[config.mk]
export PLATFORM = sky130hd
export DESIGN_NAME = slf_back_flat
export DESIGN_NICKNAME = d
export VERILOG_FILES = /design/src/design/slf_pkg.sv /design/src/design/slf_out_if.sv /design/src/design/slf_back.sv /design/src/flat_wrapper.sv
export SDC_FILE = /design/constraint.sdc
export NUM_CORES = 1
export LEC_CHECK = 0
export BUFFER_PORTS_ARGS = -buffer_cell sky130_fd_sc_hd__buf_2
export CORE_ASPECT_RATIO = 0.6
export CORE_MARGIN = 2
export CORE_UTILIZATION = 40
export CTS_CLUSTER_DIAMETER = 150
export DETAILED_ROUTE_END_ITERATION = 8
export PLACE_DENSITY = 0.68
export SLEW_MARGIN = 20
export SYNTH_ARGS = -nofsm -noshare
export SYNTH_HDL_FRONTEND = slang
export SYNTH_SLANG_ARGS = --single-unit
[constraint.sdc]
create_clock -name clk -period 7.63 [get_ports clk]
set_clock_uncertainty 0.1 [all_clocks]
set_input_delay 0.763 -clock clk [delete_from_list [all_inputs] [get_ports clk]]
set_output_delay 0.763 -clock clk [all_outputs]
set_load 0.01 [all_outputs]
[src/design/slf_pkg.sv]
`timescale 1ns / 1ps
// Shared types, codes and constants for the serial link framer.
// Used by the channel interfaces, the front and back parts and the top level.
package slf_pkg;

  // Default depth of each of the two byte FIFOs.
  localparam int FIFO_DEPTH_DEF = 256;

  // Width of the count fields in a result item.
  localparam int COUNT_W = 9;

  // Escape byte of the link framing.
  localparam logic [7:0] ESC_BYTE = 8'hff;

  // Escape payloads that carry the peer nCTS level.
  localparam logic [7:0] CTS_ACTIVE_CODE   = 8'h00;
  localparam logic [7:0] CTS_INACTIVE_CODE = 8'h01;

  // Item kinds.
  localparam logic [2:0] KIND_LINK_RX = 3'd0;
  localparam logic [2:0] KIND_WRITE   = 3'd1;
  localparam logic [2:0] KIND_READ    = 3'd2;
  localparam logic [2:0] KIND_TICK    = 3'd3;
  localparam logic [2:0] KIND_SET_RTS = 3'd4;
  localparam logic [2:0] KIND_CONNECT = 3'd5;

  // Depth of the queue between the front and back parts.
  localparam int QUEUE_DEPTH = 4;

  typedef struct packed {
    logic [2:0] kind;
    logic [7:0] data_byte;
    logic       level;
  } in_item_t;

  typedef struct packed {
    logic               link_valid;
    logic [7:0]         link_byte;
    logic               read_valid;
    logic [7:0]         read_byte;
    logic               write_accepted;
    logic [COUNT_W-1:0] input_count;
    logic [COUNT_W-1:0] output_free;
    logic               input_overflow;
    logic               peer_not_clear;
    logic               last;
  } out_item_t;

  // Everything the back part needs to emit the results of one item.
  typedef struct packed {
    logic [1:0]         nlink;
    logic [7:0]         byte0;
    logic [7:0]         byte1;
    logic               rvalid;
    logic [7:0]         rbyte;
    logic               waccept;
    logic [COUNT_W-1:0] in_count;
    logic [COUNT_W-1:0] out_free;
    logic               ovf;
    logic               cts;
  } res_rec_t;

  // A record still waiting for FIFO read data.
  typedef struct packed {
    res_rec_t rec;
    logic     tick_mem;
    logic     read_mem;
  } pend_t;

endpackage

[src/design/slf_out_if.sv]
`timescale 1ns / 1ps
// Valid/ready channel that carries result items out of the framer.
// Depends on slf_pkg for the payload type.
interface slf_out_if;
  logic              valid;
  logic              ready;
  slf_pkg::out_item_t data;

  modport source (output valid, output data, input ready);
  modport sink (input valid, input data, output ready);
endinterface

[src/design/slf_back.sv]
`timescale 1ns / 1ps
// Back part: a short queue of result records and the output register that
// turns each record into one or two result items. Depends on slf_pkg.
module slf_back (
  input  logic             clk,
  input  logic             rst,
  input  logic             push,
  input  slf_pkg::res_rec_t push_rec,
  output logic             room,
  slf_out_if.source        result
);

  localparam int QD   = slf_pkg::QUEUE_DEPTH;
  localparam int QPW  = $clog2(QD);
  localparam int QCW  = $clog2(QD + 1);

  slf_pkg::res_rec_t q [QD];
  logic [QPW-1:0]    wr_ptr, rd_ptr;
  logic [QCW-1:0]    q_count;
  logic              phase;
  logic              load, pop;
  slf_pkg::res_rec_t head;
  slf_pkg::out_item_t first_item, second_item;

  // Room for the record in flight plus one more accepted item.
  assign room = (q_count <= QCW'(QD - 2));

  assign head = q[rd_ptr];
  assign load = !result.valid || result.ready;

  // First and second result items of the record at the queue head.
  always_comb begin
    first_item.link_valid     = (head.nlink != 2'd0);
    first_item.link_byte      = (head.nlink != 2'd0) ? head.byte0 : 8'd0;
    first_item.read_valid     = head.rvalid;
    first_item.read_byte      = head.rbyte;
    first_item.write_accepted = head.waccept;
    first_item.input_count    = head.in_count;
    first_item.output_free    = head.out_free;
    first_item.input_overflow = head.ovf;
    first_item.peer_not_clear = head.cts;
    first_item.last           = (head.nlink != 2'd2);
    second_item               = first_item;
    second_item.link_valid    = 1'b1;
    second_item.link_byte     = head.byte1;
    second_item.last          = 1'b1;
  end

  assign pop = load && (phase || (q_count != '0 && head.nlink != 2'd2));

  // Queue pointers and count.
  always_ff @(posedge clk) begin
    if (rst) begin
      wr_ptr  <= '0;
      rd_ptr  <= '0;
      q_count <= '0;
    end else begin
      if (push) begin
        wr_ptr <= wr_ptr + 1'b1;
      end
      if (pop) begin
        rd_ptr <= rd_ptr + 1'b1;
      end
      q_count <= q_count + QCW'(push) - QCW'(pop);
    end
  end

  always_ff @(posedge clk) begin
    if (push) begin
      q[wr_ptr] <= push_rec;
    end
  end

  // Output register and the phase of a two-item record.
  always_ff @(posedge clk) begin
    if (rst) begin
      result.valid <= 1'b0;
      phase        <= 1'b0;
    end else if (load) begin
      if (phase) begin
        result.valid <= 1'b1;
        phase        <= 1'b0;
      end else if (q_count != '0) begin
        result.valid <= 1'b1;
        phase        <= (head.nlink == 2'd2);
      end else begin
        result.valid <= 1'b0;
      end
    end
  end

  always_ff @(posedge clk) begin
    if (load) begin
      result.data <= phase ? second_item : first_item;
    end
  end

endmodule

[src/flat_wrapper.sv]
// flat-port wrapper written by rule: the top's interface ports become plain ports
module slf_back_flat 
  (clk, rst, push, push_rec, room, result_valid, result_data, result_ready);
  slf_out_if result_i ();
  input  logic clk;
  input  logic rst;
  input  logic push;
  input  slf_pkg::res_rec_t push_rec;
  output logic room;
  output wire logic [$bits(result_i.valid)-1:0] result_valid;
  output wire logic [$bits(result_i.data)-1:0] result_data;
  input wire logic [$bits(result_i.ready)-1:0] result_ready;
  assign result_valid = result_i.valid;
  assign result_data = result_i.data;
  assign result_i.ready = result_ready;
  slf_back u_core (.clk(clk), .rst(rst), .push(push), .push_rec(push_rec), .room(room), .result(result_i));
endmodule
# Word-level counts from Yosys, hierarchy flattened
# Memories as Yosys holds them, arrays and structs flattened. A register that Yosys moved wholly into a read port is not among the register bits.
# Cells that the tools add are included.
# classes
addsub,4
magnitude_cmp,1
n_eq_ne,2
reduce_logical,7
mux,10
# ops
cell,count
39-bit 2-to-1 mux,1
8-bit 2-to-1 mux,1
1-bit 2-to-1 mux,6
2-bit by 1-bit adder with 2-bit output (second input constant),2
2-bit 2-to-1 mux,2
3-bit by 1-bit adder with 3-bit output,1
3-bit by 2-bit <= comparator with 1-bit output (second input constant),1
3-bit nonzero test,1
3-bit by 1-bit subtractor with 3-bit output,1
2-bit == test (second input constant),1
1-bit logical AND,2
1-bit logical OR,2
2-bit != test (second input constant),1
2-bit nonzero test,1
1-bit zero test,1
# totals
mem_count,1
out_inout_bits,42
reg_bits,49
mem_bits_rw,192
elab_cells,40
inputBits,52
# memory_table
name,depth,width,rd,rd_clocked_by_memory_dff,wr,line_no,source
u_core.q,4,48,1,1,1,slf_back.sv:17,slf_pkg::res_rec_t q [QD];

# Depth between registers and ports, before layout
# logic_depth
ltp_word,6
mapped_depth,11
depth_no_buf,11

# Worst setup path after synthesis
# No wires, ideal clock.
# synth_timing
path_type,input to register
from,input result_ready
to,register u_core.q_count[2]
path_stages,10
path_slack_ps,4507
arrival_time_ps,2895
n_path_buf,0
required_time_ps,7402
path_cell_list,nor2b_1 > inv_1 > o21a_1 > ha_1 > inv_1 > ha_1 > inv_1 > fa_1 > xnor2_1 > nor2_1
# synth_between
elab_chain_len,3
# synth_rtl
item,line_no,source
from (decl),flat_wrapper.sv:12,input wire logic [$bits(result_i.ready)-1:0] result_ready;
1-bit logical OR,slf_back.sv:29,assign load = !result.valid || result.ready;
named net u_core.load,slf_back.sv:21,"logic load, pop;"
1-bit logical AND,slf_back.sv:49,assign pop = load && (phase || (q_count != '0 && head.nlink != 2'd2));
named net u_core.pop,slf_back.sv:21,
3-bit by 1-bit subtractor with 3-bit output,slf_back.sv:64,q_count <= q_count + QCW'(push) - QCW'(pop);
to (signal assigned),slf_back.sv:64,
to (decl),slf_back.sv:19,logic [QCW-1:0] q_count;
# The timed path passes the listed nets, and every way through them passes these cells.
# A chain may end at the register's enable or synchronous reset.

==> reports/results.ini <==
[floorplanning]
core.rowCount = 42
design.core.area_sq_um = 21860
die_y_um = 119.1
dieArea_sq_um = 23340
io_pins = 94
fp.dieW_um = 195.9
initial_utilization_pct = 40.42

[synthesis]
synth_top_family_by_area = multiplexers
yosysSeqAreaShare_pct = 81.33
synthCells = 384
ys_ff_latch = 243
synth_compound_area_share_pct = 1.161
synth_edf_count = 232
synth_commonest_cells = edfxtp_1, mux4_2, inv_1, dfxtp_1, nand2_1
synth_area_leaders = edfxtp_1, mux4_2, dfxtp_1
ys_types = 32
synth_mux_area_share_pct = 12.47
synth_nets = 444
synth-warning-count = 0
yosysTopAreaCell = edfxtp_1
avgSynthCellArea_sq_um = 23.01
synthXorXnorAreaFrac_pct = 0.1982
synthSimpleGateAreaFrac_pct = 2.081
synthMostInstantiatedCell = edfxtp_1
syn_area_sq_um = 8837
synth_fa_ha_area_share_pct = 1.218
synth_flop_cell = edfxtp_1
synth_top_area_share_pct = 78.83
postSynth.asyncResetShare_pct = 0

[timing]
finalCritPeriodShare_pct = 45.55
tightestPinTransition_ns = 1.070
setup_tns_ns = 0
fin_crit_ns = 3.475
fmax_ghz = 0.2877
relSlewSlack_pct = 28.59
setup_viol = 0
rsz0062_at_grt = no
hold_violations = 0
drv_slew = 0
hold_slack_ns = 0.3768

[setup_path]
cp.required_ns = 7.91
cpMaxStageDelayCell = dfxtp_4
critical_path_class = flip-flop to flip-flop
cp_max_fo = 48
cp-end-kind = flip-flop
critical_path.startpoint_type = flip-flop
cp.arrival_ns = 3.76
critPathMaxStageDelay_ns = 1.01
r2r_cells = 11
crit_chain = mux4_2, nor2b_4, nor2_1, o21a_1, ha_1, inv_1, ha_1, inv_1, fa_1, xnor2_1, nor2_1

[power_and_ir_drop]
peakVddDrop_mv = 0.1565
power.density_nw_per_um2 = 333.3
leakagePower_nw = 3.502

[clock_tree]
cts_hold_buf = 0
numClockSinks = 243
cts_buffers = 22
cts_root_buf = clkbuf_16
clk_pin_slew_worst_paths_ns = 0.06
cts_resized = 0
cts_tree = built
post_cts_buffers = 0
insertion_delay_ns = 0.50
cts_max_level = 1
clock_path_buffers = 3

[detailed_routing]
vias_per_cell = 5.064
first_pass_iters = 4
finalWirelength_um = 15640
vias = 4016
initialDrtViolationCount = 324
drc = 0
drtAntennaViolNets = 0
wl_per_cell_um = 19.73

[finish]
instances_no_fill = 793
n_antenna_cell = 0
layout-drive-gt1-share_pct = 36.09
regArea_sq_um = 7192
num-fill-cells = 1795
multi_input_area_sq_um = 1519
post-route-util_pct = 47.33
num-nets-final = 554
syn_to_final_growth_pct = 17.09
fin_area_sq_um = 10350

[grt]
overflow = 0
grt_max_degree = 49
antenna_found_initial = 3
grt_pass1_wl_um = 23980
grt_pass1_vias = 4307
grtUsageTotal_pct = 13.65

[status]
outcome = finished, final reports clean

[place]
hpwl_um = 9141
placed_cells = 756
globalplace.congestion = 0.6889
placed_cell_area_sq_um = 9635
io_buffers = 93

[hold_path]
hp-class = input pin to flip-flop
hold_path_depth = 1

[job]
cap_viol_max_count = 0

-- cells in the final DEF, fill, tap and decap left out, types with 2 or more instances in the layout --
cell type	n
a21oi_1	2
and2_2	4
buf_2	93
buf_4	5
bufinv_16	3
clkbuf_1	6
clkbuf_16	23
clkinv_1	3
dfxtp_1	9
edfxtp_1	232
ha_1	7
inv_1	16
mux4_2	48
nand2_1	9
nand2b_1	2
nand3_1	3
nor2_1	7
nor2b_1	3
o21ai_0	8
o311ai_1	2
or3_1	4
xnor2_1	2
-- path summary, 6_finish.rpt --
path	to	start	slack (ns)
setup / recovery	u_core.q_count[2]$_SDFF_PP0_	flip-flop	4.15
hold / removal	u_core.q[1][27]$_DFFE_PP_	push_rec[27]	0.38
setup reg to reg	u_core.q_count[2]$_SDFF_PP0_	flip-flop	4.15
hold reg to reg	u_core.wr_ptr[1]$_SDFFE_PP0P_	u_core.wr_ptr[1]$_SDFFE_PP0P_	0.47
-- power by group --
group / switching [mW] / total, mW / internal, mW
clock: 0.442 / 1.09 / 0.650
sequential: 0.118 / 1.79 / 1.67
combinational: 0.280 / 0.572 / 0.292
-- registers in the layout, indices dropped and copies added, names as in the netlist, named ones only --
signal / flops
u_core.phase: 1
u_core.q: 192
u_core.q_count: 3
u_core.rd_ptr: 2
u_core.result.data: 40
u_core.result.valid: 1
u_core.wr_ptr: 2
-- cells by family after synthesis --
group	count (synthesis)
buffers and inverters	29
AND/OR/NAND/NOR	35
adder cells (fa/ha/maj)	8
flip-flops	243
XOR/XNOR	2
AO/OA/AOI/OAI	17
multiplexers	50
-- area by class of cell --
type                    count  share of cell area, %
clock buffers              29                  5.780
multi-input cells         112                  14.68
inverters                  17                 0.6167
well taps                 286                  3.458
flip-flops and latches    243                  69.50
repair buffers             98                  4.861
clock inverters             8                  1.100
-- through the flow --
stage	setup slack [ns]	total power, mW
detailed placement	4.068	2.401
CTS	4.037	3.494
global route	3.848	3.598
finish	4.155	3.449
floorplan	4.507	2.175
global placement	4.140	2.384
-- critical path, delay by kind of cell, from the launching register on --
kind / cells / cell delay (ns)
AO/OA/AOI/OAI: 1 / 0.19
AND/OR/NAND/NOR: 3 / 0.32
flip-flops: 1 / 1.01
buffers and inverters: 2 / 0.10
XOR/XNOR: 1 / 0.19
multiplexers: 1 / 0.66
adder cells (fa/ha/maj): 3 / 0.79
-- routing by layer --
metal  vias to the layer above  part of all wire (%)  wire (um)  GRT usage [%]
met5                         -                  0.24         38              0
met4                         6                   1.6        248          2.888
met3                        24                   7.4       1156          4.135
met2                       127                    48       7531          22.66
met1                      2076                    43       6667          17.96
li1                       1783                     -          -              -
No activity file was read; power rests on OpenSTA's default activity.
