**config.mk**
```make
export PLATFORM = sky130hd
export DESIGN_NAME = slf_front_flat
export DESIGN_NICKNAME = d
export VERILOG_FILES = /design/src/design/slf_pkg.sv /design/src/design/slf_in_if.sv /design/src/design/slf_front.sv /design/src/flat_wrapper.sv
export SDC_FILE = /design/constraint.sdc
export NUM_CORES = 2
export LEC_CHECK = 0
export ABC_AREA = 1
export BUFFER_PORTS_ARGS = -buffer_cell sky130_fd_sc_hd__buf_2
export CAP_MARGIN = 30
export CELL_PAD_IN_SITES_DETAIL_PLACEMENT = 1
export CELL_PAD_IN_SITES_GLOBAL_PLACEMENT = 2
export CORE_MARGIN = 10
export CORE_UTILIZATION = 44
export CTS_CLUSTER_DIAMETER = 60
export CTS_CLUSTER_SIZE = 28
export DETAILED_ROUTE_END_ITERATION = 10
export PLACE_DENSITY_LB_ADDON = 0.1
export SYNTH_ARGS = -nofsm -noshare
export SYNTH_HDL_FRONTEND = slang
export SYNTH_SLANG_ARGS = --single-unit
```
**constraint.sdc**
```tcl
create_clock -name clk -period 3.3 [get_ports clk]
set_input_delay 0.33 -clock clk [delete_from_list [all_inputs] [get_ports clk]]
set_output_delay 0.33 -clock clk [all_outputs]
set_load 0.02 [all_outputs]
```
**src/design/slf_pkg.sv**
```systemverilog
`timescale 1ns / 1ps
// Shared types, codes and constants for the serial link framer.
// Used by the channel interfaces, the front and back parts and the top level.
package slf_pkg;

  // Default depth of each of the two byte FIFOs.
  localparam int FIFO_DEPTH_DEF = 256;

  // Width of the count fields in a result item.
  localparam int COUNT_W = 9;

  // Escape byte of the link framing.
  localparam logic [7:0] ESC_BYTE = 8'hff;

  // Escape payloads that carry the peer nCTS level.
  localparam logic [7:0] CTS_ACTIVE_CODE   = 8'h00;
  localparam logic [7:0] CTS_INACTIVE_CODE = 8'h01;

  // Item kinds.
  localparam logic [2:0] KIND_LINK_RX = 3'd0;
  localparam logic [2:0] KIND_WRITE   = 3'd1;
  localparam logic [2:0] KIND_READ    = 3'd2;
  localparam logic [2:0] KIND_TICK    = 3'd3;
  localparam logic [2:0] KIND_SET_RTS = 3'd4;
  localparam logic [2:0] KIND_CONNECT = 3'd5;

  // Depth of the queue between the front and back parts.
  localparam int QUEUE_DEPTH = 4;

  typedef struct packed {
    logic [2:0] kind;
    logic [7:0] data_byte;
    logic       level;
  } in_item_t;

  typedef struct packed {
    logic               link_valid;
    logic [7:0]         link_byte;
    logic               read_valid;
    logic [7:0]         read_byte;
    logic               write_accepted;
    logic [COUNT_W-1:0] input_count;
    logic [COUNT_W-1:0] output_free;
    logic               input_overflow;
    logic               peer_not_clear;
    logic               last;
  } out_item_t;

  // Everything the back part needs to emit the results of one item.
  typedef struct packed {
    logic [1:0]         nlink;
    logic [7:0]         byte0;
    logic [7:0]         byte1;
    logic               rvalid;
    logic [7:0]         rbyte;
    logic               waccept;
    logic [COUNT_W-1:0] in_count;
    logic [COUNT_W-1:0] out_free;
    logic               ovf;
    logic               cts;
  } res_rec_t;

  // A record still waiting for FIFO read data.
  typedef struct packed {
    res_rec_t rec;
    logic     tick_mem;
    logic     read_mem;
  } pend_t;

endpackage

```
**src/design/slf_in_if.sv**
```systemverilog
`timescale 1ns / 1ps
// Valid/ready channel that carries input items into the framer.
// Depends on slf_pkg for the payload type.
interface slf_in_if;
  logic             valid;
  logic             ready;
  slf_pkg::in_item_t data;

  modport source (output valid, output data, input ready);
  modport sink (input valid, input data, output ready);
endinterface

```
**src/design/slf_front.sv**
```systemverilog
`timescale 1ns / 1ps
// Front part: accepts items, keeps the link and FIFO state and both byte memories,
// and hands one result record per item to the back part. Depends on slf_pkg.
module slf_front #(
  parameter int FIFO_DEPTH = slf_pkg::FIFO_DEPTH_DEF
) (
  input  logic             clk,
  input  logic             rst,
  slf_in_if.sink           cmd,
  input  logic             room,
  output logic             push,
  output slf_pkg::res_rec_t push_rec
);

  localparam int PtrW = (FIFO_DEPTH > 1) ? $clog2(FIFO_DEPTH) : 1;
  localparam int CntW = $clog2(FIFO_DEPTH + 1);
  localparam int OutW = slf_pkg::COUNT_W;
  localparam logic [PtrW-1:0] LastIdx = PtrW'(FIFO_DEPTH - 1);
  localparam logic [CntW-1:0] Full = CntW'(FIFO_DEPTH);

  // Byte memories; contents are only read where written.
  logic [7:0] in_mem  [FIFO_DEPTH];
  logic [7:0] out_mem [FIFO_DEPTH];

  logic [PtrW-1:0] in_head, in_tail, out_head, out_tail;
  logic [CntW-1:0] in_fill, out_fill;
  logic            overflow, esc_pending, cts_inactive, link_up;

  logic [PtrW-1:0] in_head_next, in_tail_next, out_head_next, out_tail_next;
  logic [CntW-1:0] in_fill_next, out_fill_next;
  logic            overflow_next, esc_pending_next, cts_inactive_next, link_up_next;

  logic            acc;
  logic            in_wr, out_wr, in_rd, out_rd;
  logic [7:0]      in_rd_data, out_rd_data;
  logic            pend_valid;
  slf_pkg::pend_t  pend, pend_next;

  // No item is taken while reset is held.
  assign cmd.ready = room && !rst;
  assign acc = cmd.valid && cmd.ready;

  // Classify the item and work out the next state and its result record.
  always_comb begin
    logic store;
    store             = 1'b0;
    in_head_next      = in_head;
    in_tail_next      = in_tail;
    in_fill_next      = in_fill;
    out_head_next     = out_head;
    out_tail_next     = out_tail;
    out_fill_next     = out_fill;
    overflow_next     = overflow;
    esc_pending_next  = esc_pending;
    cts_inactive_next = cts_inactive;
    link_up_next      = link_up;
    in_wr             = 1'b0;
    out_wr            = 1'b0;
    in_rd             = 1'b0;
    out_rd            = 1'b0;
    pend_next         = '0;

    if (acc) begin
      case (cmd.data.kind)
        slf_pkg::KIND_LINK_RX: begin
          if (link_up) begin
            if (esc_pending) begin
              esc_pending_next = 1'b0;
              if (cmd.data.data_byte == slf_pkg::CTS_ACTIVE_CODE) begin
                cts_inactive_next = 1'b0;
              end else if (cmd.data.data_byte == slf_pkg::CTS_INACTIVE_CODE) begin
                cts_inactive_next = 1'b1;
              end else begin
                store = 1'b1;
              end
            end else if (cmd.data.data_byte == slf_pkg::ESC_BYTE) begin
              esc_pending_next = 1'b1;
            end else begin
              store = 1'b1;
            end
          end
          if (store) begin
            if (in_fill == Full) begin
              overflow_next = 1'b1;
            end else begin
              in_wr        = 1'b1;
              in_tail_next = (in_tail == LastIdx) ? '0 : in_tail + 1'b1;
              in_fill_next = in_fill + 1'b1;
            end
          end
        end
        slf_pkg::KIND_WRITE: begin
          if (out_fill != Full) begin
            out_wr                = 1'b1;
            out_tail_next         = (out_tail == LastIdx) ? '0 : out_tail + 1'b1;
            out_fill_next         = out_fill + 1'b1;
            pend_next.rec.waccept = 1'b1;
          end
        end
        slf_pkg::KIND_READ: begin
          if (in_fill != '0) begin
            in_rd                = 1'b1;
            in_head_next         = (in_head == LastIdx) ? '0 : in_head + 1'b1;
            in_fill_next         = in_fill - 1'b1;
            overflow_next        = 1'b0;
            pend_next.rec.rvalid = 1'b1;
            pend_next.read_mem   = 1'b1;
          end
        end
        slf_pkg::KIND_TICK: begin
          if (link_up && !cts_inactive && out_fill != '0) begin
            out_rd              = 1'b1;
            out_head_next       = (out_head == LastIdx) ? '0 : out_head + 1'b1;
            out_fill_next       = out_fill - 1'b1;
            pend_next.rec.nlink = 2'd1;
            pend_next.tick_mem  = 1'b1;
          end
        end
        slf_pkg::KIND_SET_RTS: begin
          // The RTS level is only ever observed in this announcement.
          if (link_up) begin
            pend_next.rec.nlink = 2'd2;
            pend_next.rec.byte0 = slf_pkg::ESC_BYTE;
            pend_next.rec.byte1 = {7'd0, cmd.data.level};
          end
        end
        slf_pkg::KIND_CONNECT: begin
          if (cmd.data.level) begin
            if (!link_up) begin
              link_up_next        = 1'b1;
              in_head_next        = '0;
              in_tail_next        = '0;
              in_fill_next        = '0;
              out_head_next       = '0;
              out_tail_next       = '0;
              out_fill_next       = '0;
              overflow_next       = 1'b0;
              pend_next.rec.nlink = 2'd2;
              pend_next.rec.byte0 = slf_pkg::ESC_BYTE;
              pend_next.rec.byte1 = slf_pkg::CTS_INACTIVE_CODE;
            end
          end else begin
            link_up_next = 1'b0;
          end
        end
        default: begin
        end
      endcase
    end

    pend_next.rec.in_count = OutW'(in_fill_next);
    pend_next.rec.out_free = OutW'(Full - out_fill_next);
    pend_next.rec.ovf      = overflow_next;
    pend_next.rec.cts      = cts_inactive_next;
  end

  // Control state.
  always_ff @(posedge clk) begin
    if (rst) begin
      in_head      <= '0;
      in_tail      <= '0;
      in_fill      <= '0;
      out_head     <= '0;
      out_tail     <= '0;
      out_fill     <= '0;
      overflow     <= 1'b0;
      esc_pending  <= 1'b0;
      cts_inactive <= 1'b1;
      link_up      <= 1'b0;
      pend_valid   <= 1'b0;
    end else begin
      in_head      <= in_head_next;
      in_tail      <= in_tail_next;
      in_fill      <= in_fill_next;
      out_head     <= out_head_next;
      out_tail     <= out_tail_next;
      out_fill     <= out_fill_next;
      overflow     <= overflow_next;
      esc_pending  <= esc_pending_next;
      cts_inactive <= cts_inactive_next;
      link_up      <= link_up_next;
      pend_valid   <= acc;
    end
  end

  // Record that waits for the memory read data.
  always_ff @(posedge clk) begin
    if (acc) begin
      pend <= pend_next;
    end
  end

  // Received-byte memory.
  always_ff @(posedge clk) begin
    if (in_wr) begin
      in_mem[in_tail] <= cmd.data.data_byte;
    end
    if (in_rd) begin
      in_rd_data <= in_mem[in_head];
    end
  end

  // Host-byte memory.
  always_ff @(posedge clk) begin
    if (out_wr) begin
      out_mem[out_tail] <= cmd.data.data_byte;
    end
    if (out_rd) begin
      out_rd_data <= out_mem[out_head];
    end
  end

  // Fill in the bytes read from memory; a sent 0xff goes out twice.
  always_comb begin
    push_rec = pend.rec;
    if (pend.read_mem) begin
      push_rec.rbyte = in_rd_data;
    end
    if (pend.tick_mem) begin
      push_rec.byte0 = out_rd_data;
      push_rec.byte1 = out_rd_data;
      push_rec.nlink = (out_rd_data == slf_pkg::ESC_BYTE) ? 2'd2 : 2'd1;
    end
  end

  assign push = pend_valid;

endmodule

```
**src/flat_wrapper.sv**
```systemverilog
// flat-port wrapper written by rule: the top's interface ports become plain ports
module slf_front_flat 
#(
  parameter int FIFO_DEPTH = slf_pkg::FIFO_DEPTH_DEF
)
  (clk, rst, room, push, push_rec, cmd_valid, cmd_data, cmd_ready);
  slf_in_if cmd_i ();
  input  logic clk;
  input  logic rst;
  input  logic room;
  output logic push;
  output slf_pkg::res_rec_t push_rec;
  input wire logic [$bits(cmd_i.valid)-1:0] cmd_valid;
  input wire logic [$bits(cmd_i.data)-1:0] cmd_data;
  output wire logic [$bits(cmd_i.ready)-1:0] cmd_ready;
  assign cmd_i.valid = cmd_valid;
  assign cmd_i.data = cmd_data;
  assign cmd_ready = cmd_i.ready;
  slf_front #(.FIFO_DEPTH(FIFO_DEPTH)) u_core (.clk(clk), .rst(rst), .cmd(cmd_i), .room(room), .push(push), .push_rec(push_rec));
endmodule
```
# After elaboration in Yosys (flattened, before gate mapping)

Memories as Yosys holds them, arrays and structs flattened. A register that Yosys moved wholly into a read port is not among the register bits.
Index checks and enable logic that the tools add are counted.
Widths: inputs -> output; s select.

Bits in registers: 96
Output and inout bits: 50
ROM bits: 0
RAM bits: 4096
Input bits: 16
Latch bits: 0
Memories kept: 2
Logic and storage cells: 150

Memory list:

| memory         | words | bits a word | read ports | clocked after memory_dff | write ports | line            | source |
|---|---|---|---|---|---|---|---|
| u_core.in_mem  | 256   | 8           | 1          | 1                        | 1           | slf_front.sv:22 | `logic [7:0] in_mem [FIFO_DEPTH];` |
| u_core.out_mem | 256   | 8           | 1          | 1                        | 1           | slf_front.sv:23 | `logic [7:0] out_mem [FIFO_DEPTH];` |

Bitwise operators: 0
Add/sub/neg operators: 9
Multipliers: 0
Shifts and indexed selects: 0
Div/mod/pow operators: 0
Mux-type cells: 77
Equal/unequal tests: 21
Reduce and logical (&&, ||, !) cells: 20
$lt $le $gt $ge: 0

Operators by type and width:

| operator            | count |
|---|---|
| $mux 9              | 11 |
| $mux 8              | 12 |
| $mux 18             | 4 |
| $pmux 8 s2          | 4 |
| $pmux 9 s3          | 2 |
| $eq 8x8->1 const B  | 6 |
| $mux 1              | 40 |
| $add 8x1->8 const B | 4 |
| $pmux 16 s2         | 1 |
| $add 9x1->9 const B | 2 |
| $reduce_bool 9->1   | 2 |
| $sub 9x1->9 const B | 2 |
| $reduce_and 5->1    | 3 |
| $eq 9x9->1 const B  | 1 |
| $ne 9x9->1 const B  | 1 |
| $sub 9x9->9 const A | 1 |
| $eq 8x1->1 const B  | 1 |
| $logic_not 8->1     | 1 |
| $ne 2x1->1 const B  | 4 |
| $reduce_bool 2->1   | 4 |
| $eq 3x2->1 const B  | 2 |
| $eq 3x3->1 const B  | 2 |
| $ne 2x2->1 const B  | 3 |
| $pmux 2 s3          | 1 |
| other kinds (9)     | 13 |

# Longest topological paths before layout

Word-level depth: 12
Depth in mapped cells: 17

# Least setup slack after synthesis

Ideal clock, no wire load.

Kind: input to register
From: input port room
To: memory u_core.in_mem[38][0] (enable)
Setup time: 0.370 ns
Path buffers: 1
Data required time: 2.930 ns
Stages: 9
Arrival: 2.463 ns
Slack: 0.467 ns
Cell sequence: inv_1 nor2_1 nand2_2 inv_2 nand2_2 nor3_4 nand2_1 buf_4 nor2_1

Longest elaborated chain between the ends: 5

Ends and longest elaborated chain:

| item                         | line               | source |
|---|---|---|
| start: declaration           | flat_wrapper.sv:10 | `input logic room;` |
| $logic_and 1x1->1            | slf_front.sv:40    | `assign cmd.ready = room && !rst;` |
| via cmd_ready                | flat_wrapper.sv:15 | `output wire logic [$bits(cmd_i.ready)-1:0] cmd_ready;` |
| $logic_and 1x1->1            | slf_front.sv:41    | `assign acc = cmd.valid && cmd.ready;` |
| via u_core.acc               | slf_front.sv:33    | `logic acc;` |
| $mux 1                       | slf_front.sv:63    | `if (acc) begin` |
| $mux 1                       | slf_front.sv:195   | `if (in_wr) begin` |
| $mux 1 (not written as such) | slf_front.sv:196   | `in_mem[in_tail] <= cmd.data.data_byte;` |
| end: declaration             | slf_front.sv:22    |  |

The timed path passes the listed nets, and every way through them passes these cells.

==> results.cfg <==
[worst_setup_path]
arrival_ns = 3.98
reg2reg_slack_ns = 0.16
cp_top_family = simple AND/OR/NAND/NOR gates
critPathLaunchType = flop
endpoint_kind = flop
slowest_stage = dfxtp_4
path_max_fanout = 70
cp-startpoint = u_core.in_head[0]$_SDFFE_PP0P_
critPathMaxStageDelay_ns = 0.52
rr_worst_depth = 12
cp_data_required_time_ns = 4.14
worst_path_most_repeated_cell = nand2_1
crit_chain = buf_12 -> buf_4 -> o21ai_0 -> o21ai_0 -> nand3_1 -> nand2_1 -> nand2_1 -> nand3_1 -> nand2_1 -> nand2_1 -> inv_1 -> nand2_1
critical_path_class = reg2reg
crit_buf_inv = 3
timing.rr.start = u_core.in_head[0]$_SDFFE_PP0P_
reg2reg_to = u_core.in_rd_data[3]$_DFFE_PP_

[placement]
port_buffers = 65
place_hpwl_mm = 342.3
post-place-ws_ns = -0.04086
gp_congestion = 0.8536

[final_layout]
area_growth_pct = 14.90
fin_util = 0.5083
layout-drive-gt1-share = 0.1197
layout_commonest_cell = edfxtp_1
layout_common_cells = 4138 x edfxtp_1, 3473 x nand2_1, 2766 x nand3_1
nets = 15040

[grt]
grt_max_degree = 163
grt_util_all_layers = 0.2616
antenna_found_initial = 16
grt_pass1_wl_mm = 823.6
grt_pass1_vias = 122200
grt_overflow = 0

[cts]
cts.sinks = 4193
insertion_delay_ns = 0.97
cts_tree = built
htreeDepth = 5
post-cts-setup-buffers = 0
clkTransAtPathRegs_ns = 0.09
numCtsBuffers = 353
clockRootBuffer = clkbuf_16
clk_path_buf_depth = 4

[sta]
fin_ws_ns = 0.1593
timing.fmax_ghz = 0.3184
relSlewSlack = 0.1423
whs_ns = 0.07865
setup_viol = 0
fin_crit_sh = 0.9517
rsz0062_at_grt = no
hold_viol = 0
maxSlewViolCount = 0
worst_pin_slew_ns = 1.287
min_period_ns = 3.141
skew_ns = 0.04273

[synthesis]
yosys_warnings = 0
synth-seq-area-share = 0.7336
synth_seq_cells = 4193
async_reset_ff_frac = 0
synth_edf_count = 4138
yosys.area.top_type_share = 0.7272
yosys-top-cells-area = edfxtp_1 73%, nand3_1 8.1%, nand2_1 7.7%, nor2_1 3.4%, o21ai_0 2.2%
ys_types = 41
syn_avg_cell_area_um2 = 11.76
syn-num-nets = 14560
ys.flop_type = edfxtp_1
synth_top_cell_by_area = edfxtp_1
syn_area_um2 = 170900
synthCells = 14530

[min_path]
holdPathStages = 6
hold_end = u_core.push_rec[20]$_DFFE_PP_
min_from = cmd_data[10]
hold_path.class = in2reg

[floorplanning]
io_pins = 66
fp-row-count = 228
initial_core_util = 0.4424
core-area_um2 = 386300
fp.dieW_um = 643.2
die_y_um = 643.2
dieArea_um2 = 413700

[route]
drt-initial-drc-count = 10370
drt-wirelength-per-cell_um = 27.23
drtAntennaViolNets = 0
first_pass_iters = 5
wirelength_mm = 558.2
via_per_inst = 5.695
drc = 0
vias = 116700

[power]
vdd_drop_max_mv = 0.5096
power_density_nw_per_um2 = 551.0
power_leakage_nw = 68.44

[flow_run]
max_cap_violations = 0

[outcome]
status = finished, final reports clean
==> logic make-up after synthesis <==
| group | after synthesis | synth area share |
|---|---|---|
| AOI/OAI and AO/OA | 1256 | 0.04105 |
| xor gates and xnor gates | 10 | 0.0005126 |
| adders and majority gates | 15 | 0.001098 |
| buffers and inverters | 1193 | 0.02940 |
| DFF | 4193 | 0.7336 |
| muxes | 1 | 0.00005858 |
| and+or+nand+nor | 7863 | 0.1943 |
==> cells in the mapped netlist, types with 8 or more instances <==
master / n
o21ai_0: 761
nand4_1: 15
clkinv_1: 14
ha_1: 15
clkbuf_1: 526
nand3_1: 2782
a21oi_1: 157
buf_2: 284
buf_1: 134
o211ai_1: 225
dfxtp_1: 55
nor2_2: 10
nor2_1: 1533
nor3_2: 9
o22ai_1: 81
xor2_1: 8
a211oi_1: 9
inv_2: 12
o31ai_1: 9
nor3_1: 12
buf_4: 44
inv_1: 175
edfxtp_1: 4138
nand2_1: 3488
==> area by class of cell <==
| class | instances | area [um^2] |
|---|---|---|
| Multi-Input combinational cell | 9145 | 40640 |
| Sequential cell | 4193 | 125400 |
| Fill cell | 39890 | 189900 |
| Clock inverter | 289 | 3772 |
| Antenna cell | 5 | 12.51 |
| Inverter | 202 | 822.0 |
| Tap cell | 5175 | 6475 |
| Clock buffer | 371 | 9050 |
| Timing Repair Buffer | 1118 | 10180 |
==> per-layer routing <==
layer / track usage / vias up / share of wire
met1: 0.3487 / 60260 / 0.42
li1: - / 52600 / -
met3: 0.02565 / 823 / 0.046
met4: 0.08425 / 4 / 0.036
met2: 0.4524 / 3050 / 0.49
met5: 0 / - / 0.000048
==> metrics by stage <==
stage | cells | power [W] | instance area [um^2] | setup TNS (ns)
floorplan | 14530 | 0.06103 | 170900 | 0
global placement | 19810 | 0.06313 | 183200 | -2.144
detailed placement | 19820 | 0.06321 | 183300 | -2.956
CTS | 20500 | 0.1090 | 196300 | 0
global route | 20500 | 0.1114 | 196300 | 0
finish | 20500 | 0.1082 | 196300 | 0
==> timing repair <==
action / 4_1_cts / 5_1_grt
hold buffers: 18 / 0
endpoints found under the hold margin: 487 / 0
gates resized for setup: 1 / 6
setup endpoints to repair: 95 / 221
==> power breakdown <==
part,internal [W],switching [W],leakage [nW]
Sequential,0.0584,0.0000205,37.6
Clock,0.0237,0.0225,6.22
Combinational,0.000769,0.00280,24.6
==> worst min-delay path, delay by kind of cell <==
family                 cells  cell delay, ns
buffers and inverters      3            0.27
and+or+nand+nor            3            0.25
==> worst max path at each step <==
stage / end / depth (start not counted)
floorplan: u_core.in_mem[38][0]$_DFFE_PP_ / 9
global placement: u_core.push_rec[0]$_DFFE_PP_ / 8
detailed placement: u_core.in_mem[137][0]$_DFFE_PP_ / 16
CTS: u_core.in_mem[137][6]$_DFFE_PP_ / 19
global route: u_core.in_rd_data[7]$_DFFE_PP_ / 14
finish: u_core.in_rd_data[3]$_DFFE_PP_ / 12
==> flip-flops by register name, summed over array words and instances (netlist names) <==
register and cells:
u_core.in_tail 8, u_core.in_mem 2048, u_core.in_fill 9, u_core.push 1
u_core.out_tail 8, u_core.pend 4, u_core.out_head 8, u_core.out_mem 2048
u_core.link_up 1, u_core.out_rd_data 8, u_core.cts_inactive 1, u_core.overflow 1
u_core.in_head 8, u_core.esc_pending 1, u_core.push_rec 22, u_core.out_fill 9
u_core.in_rd_data 8
Power figures use the tool's default switching activity.
